$ cat config.mk
export PLATFORM = sky130hd
export DESIGN_NAME = encoder_period_speed_position
export DESIGN_NICKNAME = d
export VERILOG_FILES = /design/src/hw/rtl/eps_pkg.sv /design/src/hw/rtl/eps_track.sv /design/src/hw/rtl/eps_mul.sv /design/src/hw/rtl/eps_div.sv /design/src/hw/rtl/encoder_period_speed_position.sv
export SDC_FILE = /design/constraint.sdc
export NUM_CORES = 1
export LEC_CHECK = 0
export ABC_AREA = 1
export BUFFER_PORTS_ARGS = -buffer_cell sky130_fd_sc_hd__buf_2
export CAP_MARGIN = 15
export CORE_ASPECT_RATIO = 0.6
export CORE_MARGIN = 2
export CORE_UTILIZATION = 35
export DETAILED_ROUTE_END_ITERATION = 6
export GPL_ROUTABILITY_DRIVEN = 0
export MAX_ROUTING_LAYER = met4
export PLACE_DENSITY = 0.57
export SYNTH_ARGS = -nofsm -noshare
export SYNTH_HDL_FRONTEND = slang
export SYNTH_HIERARCHICAL = 1
export SYNTH_SLANG_ARGS = --single-unit
$ cat constraint.sdc
create_clock -name clk -period 17.55 [get_ports clk]
set_input_delay 2.6325 -clock clk [delete_from_list [all_inputs] [get_ports clk]]
set_output_delay 2.6325 -clock clk [all_outputs]
set_load 0.02 [all_outputs]
$ cat src/hw/rtl/eps_pkg.sv
package eps_pkg;

    localparam int CAPTURE_WIDTH = 16;
    localparam int DATA_W        = 32;
    localparam int TCLK_W        = 28;
    localparam int RELOAD_W      = 16;
    localparam int FREQ_W        = 20;
    localparam int ADDR_W        = 4;
    localparam int TICK_LOSS     = 3;

    // multiplier digits: reload bits plus a sign bit for reload below three
    localparam int MUL_STEPS  = RELOAD_W + 1;
    localparam int DIV_STEPS  = TCLK_W;
    localparam int STEP_CNT_W = $clog2((MUL_STEPS > DIV_STEPS) ? MUL_STEPS : DIV_STEPS);

    localparam logic [TCLK_W-1:0]   TCLK_RESET   = TCLK_W'(1000000);
    localparam logic [RELOAD_W-1:0] RELOAD_RESET = RELOAD_W'(65535);
    localparam logic [FREQ_W-1:0]   LIMIT_RESET  = FREQ_W'(20000);

    typedef enum logic [1:0] {
        CMD_OVERFLOW = 2'd0,
        CMD_CAPTURE  = 2'd1,
        CMD_SAMPLE   = 2'd2
    } cmd_t;

    typedef enum logic [1:0] {
        REG_TIMER_CLOCK = 2'd0,
        REG_RELOAD      = 2'd1,
        REG_FREQ_LIMIT  = 2'd2
    } reg_idx_t;

    typedef struct packed {
        logic [DATA_W-1:0] ovf_delta;
        logic [DATA_W-1:0] cap_delta;
        logic              chan_b;
        logic [DATA_W-1:0] position_next;
    } eps_snap_t;

endpackage

$ cat src/hw/rtl/eps_track.sv
module eps_track
    import eps_pkg::*;
(
    input  logic                     clk,
    input  logic                     rst_n,
    input  logic                     ev_accept,
    input  logic [1:0]               cmd,
    input  logic [CAPTURE_WIDTH-1:0] capture_time,
    input  logic                     chan_b_level,
    output eps_snap_t                snap
);

    logic [DATA_W-1:0]        overflow_count_reg;
    logic [CAPTURE_WIDTH-1:0] prev_capture_reg;
    logic [CAPTURE_WIDTH-1:0] last_capture_reg;
    logic [DATA_W-1:0]        prev_overflows_reg;
    logic [DATA_W-1:0]        last_overflows_reg;
    logic                     latched_chan_b_reg;
    logic [DATA_W-1:0]        edge_count_reg;
    logic [DATA_W-1:0]        position_acc_reg;
    logic [DATA_W-1:0]        position_next;

    assign position_next = latched_chan_b_reg ? position_acc_reg + edge_count_reg
                                              : position_acc_reg - edge_count_reg;

    always_comb
    begin
        snap.ovf_delta     = last_overflows_reg - prev_overflows_reg;
        snap.cap_delta     = DATA_W'(last_capture_reg) - DATA_W'(prev_capture_reg);
        snap.chan_b        = latched_chan_b_reg;
        snap.position_next = position_next;
    end

    always_ff @(posedge clk or negedge rst_n)
    begin
        if (!rst_n)
        begin
            overflow_count_reg <= '0;
            prev_capture_reg   <= '0;
            last_capture_reg   <= '0;
            prev_overflows_reg <= '0;
            last_overflows_reg <= '0;
            latched_chan_b_reg <= 1'b0;
            edge_count_reg     <= '0;
            position_acc_reg   <= '0;
        end
        else if (ev_accept)
        begin
            case (cmd_t'(cmd))
                CMD_OVERFLOW:
                begin
                    overflow_count_reg <= overflow_count_reg + 1'b1;
                end
                CMD_CAPTURE:
                begin
                    prev_capture_reg   <= last_capture_reg;
                    last_capture_reg   <= capture_time;
                    prev_overflows_reg <= last_overflows_reg;
                    last_overflows_reg <= overflow_count_reg;
                    latched_chan_b_reg <= chan_b_level;
                    edge_count_reg     <= edge_count_reg + 1'b1;
                end
                CMD_SAMPLE:
                begin
                    position_acc_reg <= position_next;
                    edge_count_reg   <= '0;
                end
                default:
                begin
                end
            endcase
        end
    end

endmodule

$ cat src/hw/rtl/eps_mul.sv
module eps_mul
    import eps_pkg::*;
(
    input  logic                 clk,
    input  logic                 rst_n,
    input  logic                 start,
    input  logic [DATA_W-1:0]    mcand,
    input  logic [MUL_STEPS-1:0] mplier,
    input  logic [DATA_W-1:0]    addend,
    output logic                 done,
    output logic [DATA_W-1:0]    product
);

    logic [DATA_W-1:0]     acc_reg;
    logic [DATA_W-1:0]     mcand_reg;
    logic [MUL_STEPS-1:0]  mplier_reg;
    logic [STEP_CNT_W-1:0] cnt_reg;
    logic                  busy_reg;
    logic                  done_reg;
    logic [DATA_W-1:0]     term;
    logic                  last_step;

    assign term      = mplier_reg[0] ? mcand_reg : '0;
    assign last_step = (cnt_reg == STEP_CNT_W'(MUL_STEPS - 1));

    always_ff @(posedge clk or negedge rst_n)
    begin
        if (!rst_n)
        begin
            busy_reg <= 1'b0;
            done_reg <= 1'b0;
            cnt_reg  <= '0;
        end
        else
        begin
            done_reg <= busy_reg && last_step;
            if (start)
            begin
                busy_reg <= 1'b1;
                cnt_reg  <= '0;
            end
            else if (busy_reg)
            begin
                cnt_reg <= cnt_reg + 1'b1;
                if (last_step)
                    busy_reg <= 1'b0;
            end
        end
    end

    // one multiplier bit per cycle; the top bit carries negative weight
    always_ff @(posedge clk)
    begin
        if (start)
        begin
            acc_reg    <= addend;
            mcand_reg  <= mcand;
            mplier_reg <= mplier;
        end
        else if (busy_reg)
        begin
            acc_reg    <= last_step ? acc_reg - term : acc_reg + term;
            mcand_reg  <= {mcand_reg[DATA_W-2:0], 1'b0};
            mplier_reg <= mplier_reg >> 1;
        end
    end

    assign done    = done_reg;
    assign product = acc_reg;

endmodule

$ cat src/hw/rtl/eps_div.sv
module eps_div
    import eps_pkg::*;
(
    input  logic              clk,
    input  logic              rst_n,
    input  logic              start,
    input  logic [TCLK_W-1:0] dividend,
    input  logic [DATA_W-1:0] divisor,
    output logic              done,
    output logic [TCLK_W-1:0] quotient
);

    logic [DATA_W-1:0]     rem_reg;
    logic [TCLK_W-1:0]     quo_reg;
    logic [DATA_W-1:0]     dvs_reg;
    logic [STEP_CNT_W-1:0] cnt_reg;
    logic                  busy_reg;
    logic                  done_reg;
    logic [DATA_W:0]       shifted;
    logic [DATA_W+1:0]     diff;
    logic                  borrow;
    logic                  last_step;

    // restoring divide: dividend bits shift out of quo_reg as quotient bits shift in
    assign shifted   = {rem_reg, quo_reg[TCLK_W-1]};
    assign diff      = {1'b0, shifted} - {2'b00, dvs_reg};
    assign borrow    = diff[DATA_W+1];
    assign last_step = (cnt_reg == STEP_CNT_W'(DIV_STEPS - 1));

    always_ff @(posedge clk or negedge rst_n)
    begin
        if (!rst_n)
        begin
            busy_reg <= 1'b0;
            done_reg <= 1'b0;
            cnt_reg  <= '0;
        end
        else
        begin
            done_reg <= busy_reg && last_step;
            if (start)
            begin
                busy_reg <= 1'b1;
                cnt_reg  <= '0;
            end
            else if (busy_reg)
            begin
                cnt_reg <= cnt_reg + 1'b1;
                if (last_step)
                    busy_reg <= 1'b0;
            end
        end
    end

    always_ff @(posedge clk)
    begin
        if (start)
        begin
            rem_reg <= '0;
            quo_reg <= dividend;
            dvs_reg <= divisor;
        end
        else if (busy_reg)
        begin
            rem_reg <= borrow ? shifted[DATA_W-1:0] : diff[DATA_W-1:0];
            quo_reg <= {quo_reg[TCLK_W-2:0], ~borrow};
        end
    end

    assign done     = done_reg;
    assign quotient = quo_reg;

endmodule

$ cat src/hw/rtl/encoder_period_speed_position.sv
// Overflow and capture beats are taken one per cycle while no sample is in progress
// and produce no result. A sample beat runs a bit-serial multiply and then a
// restoring divide; the result loads once the output register is free, and
// the next beat is taken the cycle after the result loads.
// Reset (rst_n low, asynchronous) clears all counters and capture state and
// loads the register defaults; no result is pending after reset.
module encoder_period_speed_position
    import eps_pkg::*;
(
    input  logic                     clk,
    input  logic                     rst_n,

    input  logic                     psel,
    input  logic                     penable,
    input  logic                     pwrite,
    input  logic [ADDR_W-1:0]        paddr,
    input  logic [31:0]              pwdata,
    output logic [31:0]              prdata,
    output logic                     pready,

    input  logic                     in_valid,
    output logic                     in_ready,
    input  logic [1:0]               cmd,
    input  logic [CAPTURE_WIDTH-1:0] capture_time,
    input  logic                     chan_b_level,

    output logic                     out_valid,
    input  logic                     out_ready,
    output logic [FREQ_W-1:0]        frequency_hz,
    output logic [DATA_W-1:0]        total_ticks,
    output logic                     direction,
    output logic signed [DATA_W-1:0] position
);

    typedef enum logic [3:0] {
        S_IDLE = 4'b0001,
        S_MUL  = 4'b0010,
        S_DIV  = 4'b0100,
        S_DONE = 4'b1000
    } state_t;

    state_t                state_reg, state_next;
    logic [TCLK_W-1:0]     timer_clock_reg;
    logic [RELOAD_W-1:0]   reload_reg;
    logic [FREQ_W-1:0]     freq_limit_reg;
    logic                  cfg_write;
    logic [1:0]            cfg_idx;

    eps_snap_t             snap;
    logic                  in_accept;
    logic                  sample_accept;
    logic [MUL_STEPS-1:0]  mplier;
    logic                  mul_done;
    logic [DATA_W-1:0]     product;
    logic                  div_done;
    logic [TCLK_W-1:0]     quotient;

    logic [DATA_W-1:0]     ticks_reg;
    logic                  dir_reg;
    logic [DATA_W-1:0]     pos_reg;
    logic                  out_valid_reg, out_valid_next;
    logic                  out_load;
    logic                  freq_zero;
    logic [FREQ_W-1:0]     frequency_hz_reg;
    logic [DATA_W-1:0]     total_ticks_reg;
    logic                  direction_reg;
    logic [DATA_W-1:0]     position_reg;

    // configuration port
    assign pready    = 1'b1;
    assign cfg_write = psel && penable && pwrite;
    assign cfg_idx   = paddr[3:2];

    always_ff @(posedge clk or negedge rst_n)
    begin
        if (!rst_n)
        begin
            timer_clock_reg <= TCLK_RESET;
            reload_reg      <= RELOAD_RESET;
            freq_limit_reg  <= LIMIT_RESET;
        end
        else if (cfg_write)
        begin
            case (cfg_idx)
                REG_TIMER_CLOCK: timer_clock_reg <= pwdata[TCLK_W-1:0];
                REG_RELOAD:      reload_reg      <= pwdata[RELOAD_W-1:0];
                REG_FREQ_LIMIT:  freq_limit_reg  <= pwdata[FREQ_W-1:0];
                default:
                begin
                end
            endcase
        end
    end

    always_comb
    begin
        case (cfg_idx)
            REG_TIMER_CLOCK: prdata = 32'(timer_clock_reg);
            REG_RELOAD:      prdata = 32'(reload_reg);
            REG_FREQ_LIMIT:  prdata = 32'(freq_limit_reg);
            default:         prdata = '0;
        endcase
    end

    // event intake
    assign in_ready      = (state_reg == S_IDLE);
    assign in_accept     = in_valid && in_ready;
    assign sample_accept = in_accept && (cmd == CMD_SAMPLE);

    eps_track u_track (
        .clk          (clk),
        .rst_n        (rst_n),
        .ev_accept    (in_accept),
        .cmd          (cmd),
        .capture_time (capture_time),
        .chan_b_level (chan_b_level),
        .snap         (snap)
    );

    // reload - 3 as a signed 17-bit multiplier
    assign mplier = MUL_STEPS'({1'b0, reload_reg}) - MUL_STEPS'(TICK_LOSS);

    eps_mul u_mul (
        .clk     (clk),
        .rst_n   (rst_n),
        .start   (sample_accept),
        .mcand   (snap.ovf_delta),
        .mplier  (mplier),
        .addend  (snap.cap_delta),
        .done    (mul_done),
        .product (product)
    );

    eps_div u_div (
        .clk      (clk),
        .rst_n    (rst_n),
        .start    (mul_done),
        .dividend (timer_clock_reg),
        .divisor  (product),
        .done     (div_done),
        .quotient (quotient)
    );

    // sequencer
    assign out_load = (state_reg == S_DONE) && (!out_valid_reg || out_ready);

    always_comb
    begin
        state_next = state_reg;
        unique case (state_reg)
            S_IDLE: if (sample_accept) state_next = S_MUL;
            S_MUL:  if (mul_done)      state_next = S_DIV;
            S_DIV:  if (div_done)      state_next = S_DONE;
            S_DONE: if (out_load)      state_next = S_IDLE;
        endcase
    end

    always_comb
    begin
        out_valid_next = out_valid_reg;
        if (out_load)
            out_valid_next = 1'b1;
        else if (out_ready)
            out_valid_next = 1'b0;
    end

    always_ff @(posedge clk or negedge rst_n)
    begin
        if (!rst_n)
        begin
            state_reg     <= S_IDLE;
            out_valid_reg <= 1'b0;
        end
        else
        begin
            state_reg     <= state_next;
            out_valid_reg <= out_valid_next;
        end
    end

    always_ff @(posedge clk)
    begin
        if (sample_accept)
        begin
            dir_reg <= snap.chan_b;
            pos_reg <= snap.position_next;
        end
        if (mul_done)
            ticks_reg <= product;
    end

    assign freq_zero = (ticks_reg == '0) || (quotient > TCLK_W'(freq_limit_reg));

    always_ff @(posedge clk)
    begin
        if (out_load)
        begin
            frequency_hz_reg <= freq_zero ? '0 : quotient[FREQ_W-1:0];
            total_ticks_reg  <= ticks_reg;
            direction_reg    <= dir_reg;
            position_reg     <= pos_reg;
        end
    end

    assign out_valid    = out_valid_reg;
    assign frequency_hz = frequency_hz_reg;
    assign total_ticks  = total_ticks_reg;
    assign direction    = direction_reg;
    assign position     = position_reg;

`ifndef SYNTH
    a_state_onehot: assert property (@(posedge clk) disable iff (!rst_n)
        $onehot(state_reg))
        else $error("sequencer state not one-hot");

    a_sample_starts_mul: assert property (@(posedge clk) disable iff (!rst_n)
        sample_accept |=> (state_reg == S_MUL))
        else $error("sample beat did not start the multiply");

    a_mul_done_in_mul: assert property (@(posedge clk) disable iff (!rst_n)
        mul_done |-> (state_reg == S_MUL))
        else $error("multiply finished outside its phase");

    a_div_done_in_div: assert property (@(posedge clk) disable iff (!rst_n)
        div_done |-> (state_reg == S_DIV))
        else $error("divide finished outside its phase");

    a_freq_in_limit: assert property (@(posedge clk) disable iff (!rst_n)
        out_load |=> (frequency_hz_reg <= freq_limit_reg))
        else $error("reported frequency above limit");
`endif

endmodule

## After elaboration in Yosys (flattened, before gate mapping)

Cells that the tools add are included.
W data, S select, Z words.

| word-level totals | value |
|---|---|
| bits of input ports | 62 |
| flip-flop bits (word level) | 567 |
| word-level logic and storage cells | 115 |
| output and inout port bits | 120 |

| cells by class | value |
|---|---|
| equal/unequal tests | 14 |
| $lt $le $gt $ge | 1 |
| reduce and logical (&&, ||, !) cells | 25 |
| add/sub/neg operators | 12 |
| muxes and demuxes | 31 |
| bitwise logic cells | 1 |

Operators with widths:

| cell | count |
|---|---|
| $mux W32 | 8 |
| $sub A32 B32 Y32 | 3 |
| $pmux W28 S3 | 1 |
| $add A32 B1 Y32 const B | 2 |
| $add A32 B32 Y32 | 2 |
| $pmux W32 S2 | 1 |
| $mux W28 | 2 |
| $mux W17 | 2 |
| $sub A33 B32 Y34 | 1 |
| $logic_not A32 Y1 | 1 |
| $gt A28 B20 Y1 | 1 |
| $mux W5 | 4 |
| $sub A16 B16 Y17 | 1 |
| $sub A16 B2 Y17 const B | 1 |
| $mux W4 | 4 |
| $pmux W4 S4 | 1 |
| $reduce_and A2 Y1 | 7 |
| $add A5 B1 Y5 const B | 2 |
| $eq A5 B5 Y1 const B | 2 |
| $mux W1 | 8 |
| $reduce_bool A2 Y1 | 4 |
| $logic_and A1 B1 Y1 | 7 |
| $ne A2 B1 Y1 const B | 3 |
| $eq A2 B1 Y1 const B | 2 |
| 11 further kinds | 14 |

## Depth between registers and ports, before layout

| logic depth | value |
|---|---|
| depth after elaboration | 5 |
| mapped depth | 28 |
| depth with buffers taken out | 27 |

## By module

The synthesis kept the hierarchy.

By module, submodules not included:

| module | times used | area each (um^2) | cells each |
|---|---|---|---|
| eps_track | 1 | 14580.2 | 2109 |
| encoder_period_speed_position | 1 | 8778.4 | 712 |
| eps_mul | 1 | 7073.0 | 1041 |
| eps_div | 1 | 6726.5 | 965 |

## Worst setup path before layout

No wires, ideal clock.

| timing | value |
|---|---|
| kind | in2reg |
| from | in cmd[0] |
| to | reg u_mul.mcand_reg[0], enable pin |
| data required time | 17.108 ns |
| setup slack | 8.589 ns |
| arrival | 8.519 ns |
| buffers on the path | 1 |
| stages on the path | 4 |
| cells stage by stage | nor4_1 > inv_1 > clkbuf_1 > nand2_1 |

| on the way | value |
|---|---|
| word-level cells in the longest chain between the ends | 3 |

Ends and longest elaborated chain:

| item | RTL line | RTL |
|---|---|---|
| from (decl) | encoder_period_speed_position.sv:23 | `input logic [1:0] cmd,` |
| $eq A2 B2 Y1 | encoder_period_speed_position.sv:108 | `assign sample_accept = in_accept && (cmd == CMD_SAMPLE);` |
| $logic_and A1 B1 Y1 | encoder_period_speed_position.sv:108 |  |
| $reduce_bool A2 Y1 (no line) | -- |  |
| to (signal assigned) | eps_mul.sv:57 | `mcand_reg <= mcand;` |
| to (signal assigned) | eps_mul.sv:63 | `mcand_reg <= {mcand_reg[DATA_W-2:0], 1'b0};` |
| to (decl) | eps_mul.sv:15 | `logic [DATA_W-1:0] mcand_reg;` |

Every way passes these cells.
A chain may end at the register's enable or synchronous reset.

## Final worst setup path

| timing | value |
|---|---|
| from | in paddr[2] |
| to | out prdata[27] |

| on the way | value |
|---|---|
| word-level cells in the longest chain between the ends | 2 |
| elaborated cells between the ends (all ways) | 4 |

Ends and longest elaborated chain:

| item | RTL line | RTL |
|---|---|---|
| from (decl) | encoder_period_speed_position.sv:16 | `input logic [ADDR_W-1:0] paddr,` |
| $eq A2 B2 Y1 (tied with other cells) | encoder_period_speed_position.sv:97 | `case (cfg_idx)` |
| $pmux W28 S3 (*) | encoder_period_speed_position.sv:97 |  |
| to (decl) | encoder_period_speed_position.sv:18 | `output logic [31:0] prdata,` |

Every way passes the cells marked *; elsewhere a longest branch is shown, timed or not.

==> flow_summary.toml <==
[run_status]
status = "finished, final reports clean"

[synthesis]
ys_ff_latch = 599
synth_cell_type_count = 57
muxShareOfSynthArea_pct = 0.636
synth_top_family_by_area = "simple AND/OR/NAND/NOR gates"
yosysSeqAreaShare_pct = 43.9
yosysWarnings = 6
synthesis.area_um2 = 37200
synth_compound_area_share_pct = 7.07
synthCells = 4827
synth_xor_area_share_pct = 3.94
yosys.area_share.simple_pct = 29.0
synthAdderAreaFrac_pct = 6.30
synth.avg_cell_area_um2 = 7.70

[cells_and_area]
nNetsFinal = 5199
utilization_pct = 39.4
drive_above_1_share_pct = 9.91
fin_cells = 6419
area_delta_synth_final_pct = 11.4
fin_area_um2 = 41400

[placement]
dpl-instance-area_um2 = 39300
hpwl_um = 81800
io_buffers = 170
place_ws_ns = 10.60
place_inst = 6300

[clocking]
clock_sink_count = 599
clkTransAtPathRegs_ns = 0.07
cts_buffer_depth = 3
numCtsBuffers = 60
postCtsHoldBufs = 0
h-tree-depth = 2
cts_tree = "yes"
insertion_delay_ns = 0.69
root_buffer = "clkbuf_16"
cts_setup_buffers = 0
cts_resized = 0

[detailed_routing]
dr.max_layer_used = "met4"
ant_nets = 0
drt_wl_total_um = 106000
route.met2.wl_um = 37500
route.met3.wl_um = 10800
vias = 31300
drt_first_iter_violations = 3461
drc_errors = 0
drt-wirelength-per-cell_um = 16.6
wl_met1_um = 56700
detail_route.vias_per_cell = 4.88
first_pass_iters = 6

[power]
p_per_area_nw_per_um2 = 99.6
vdd_ir_drop_max_uv = 88.2
p_leak_uw = 0.0203

[critical_path]
critPathMaxFanout = 22
critPathKind = "input pin to output pin"
cp_cell_sequence = "buf_2 -> nor2_2 -> inv_1 -> nor2_1 -> buf_2"
critPathLaunchType = "input pin"
cp.arrival_ns = 4.30
r2r_cells = 22
cpMaxStageDelayCell = "nor2_2"
required_ns = 14.92
crit_path_end_kind = "output pin"
cp_common_cell = "buf_2"
slowest_delay_ns = 0.83

[die]
num_rows = 92
dieArea_um2 = 109000
fp.dieW_um = 425
fp.coreArea_um2 = 105000
start_util_pct = 35.4
io_pins = 182
fp.dieH_um = 256

[timing]
finalCriticalPeriod_ns = 6.93
skew_ns = 0.0492
min_period_over_period_pct = 39.5
finalSetupTns_ns = 0
grt_setup_unrepaired = "no"
setup_viol = 0
timing.slew.headroom_pct = 28.4
tightest_slew_ns = 1.07
drv_slew = 0
fmax_ghz = 0.144
hold_viol = 0
fin_ws_ns = 10.62

[global_route]
grt_max_degree = 105
antenna_found_initial = 3
grt_util_all_layers_pct = 19.9
grt_pass1_wl_um = 166000
grt_pass1_vias = 28500
grt-ovfl-total = 0

[worst_hold_path]
hold-path-cell-count = 0
min_path_type = "flop to flop"

[job]
cap_violations = 0
==> cells in the mapped netlist (all sizes together) <==
cell type	n	area [um^2]
nor3b	2	20.0
buf	69	475
or2	14	87.6
o31ai	6	45.0
fa	5	100
a21boi	2	15.0
ha	179	2240
nand2	1625	6270
a31oi	6	37.5
dfrtp	247	6180
nor3	71	390
xnor2	42	368
edfxtp	291	8740
a21o	7	52.6
and3	3	18.8
xor2	125	1090
a21oi	224	1130
nand3b	26	195
clkbuf	59	223
o211ai	6	45.0
mux2	21	236
and2	24	150
nor2	421	1810
dfstp	29	762
nor4	15	93.8
o21ai	211	1060
dfxtp	32	641
o21a	6	45.0
nand4	57	369
o21bai	14	105
o221ai	10	87.6
inv	714	2680
nand3	262	1370
conb	2	7.51
==> through the flow <==
step	hold slack, ns	total power (uW)
3_3_place_gp	0.403	2730
6_report	0.414	4130
3_5_place_dp	0.405	2740
5_1_grt	0.412	4370
4_1_cts	0.418	4140
2_1_floorplan	0.400	2460
==> layout make-up <==
cell class	instances	area, um^2
fill	10800	63700
multi-input combinational	3389	17500
sequential	599	16300
inverter	714	2680
tap	1410	1760
clock buffer	71	1600
timing repair buffer	189	1020
clock inverter	43	510
antenna	4	10.0
==> per-layer routing <==
metal | GRT usage, % | up-vias
met5 | - | -
met4 | 3.09 | 0
met3 | 4.56 | 82
met2 | 24.0 | 1142
met1 | 32.6 | 14500
li1 | - | 15600
==> power breakdown <==
part	internal, uW	leakage, uW	switching, uW
clock	776	0.00102	608
sequential	1590	0.00592	82.2
combinational	357	0.0134	716
total	2720	0.0203	1410
==> critical path: cells and delay by family <==
kind	cells	cell delay, ns
and+or+nand+nor	2	1.01
buffers and inverters	3	0.65
==> final timing paths <==
path | startpoint | to | slack [ns]
worst max-delay path | paddr[2] | prdata[27] | 10.62
worst min-delay path | dir_reg | direction | 0.41
max in group asynchronous | rst_n | u_mul/done | 13.97
worst min register to register | dir_reg | direction | 0.41
min in group asynchronous | rst_n | u_track/last_capture_reg[12] | 2.01
worst max register to register | u_mul/mplier_reg[0] | u_mul/product[17] | 13.46
==> cell usage in the layout (no fill, tap or decap), types with 62 or more instances in the layout <==
cell type	count
xor2_1	125
ha_1	179
buf_2	169
nor2_1	365
edfxtp_1	291
nand2_1	1585
a21oi_1	221
o21ai_0	180
inv_1	696
clkbuf_16	62
nand3_1	251
dfrtp_1	246
nor3_1	64
==> logic make-up after synthesis <==
kind of cell    after synthesis
other cells                   2
xor+xnor                    167
buf+inv                     842
fa+ha+maj                   184
flops                       599
mux                          21
compound gates              492
simple gates               2520
Power figures use the tool's default switching activity.
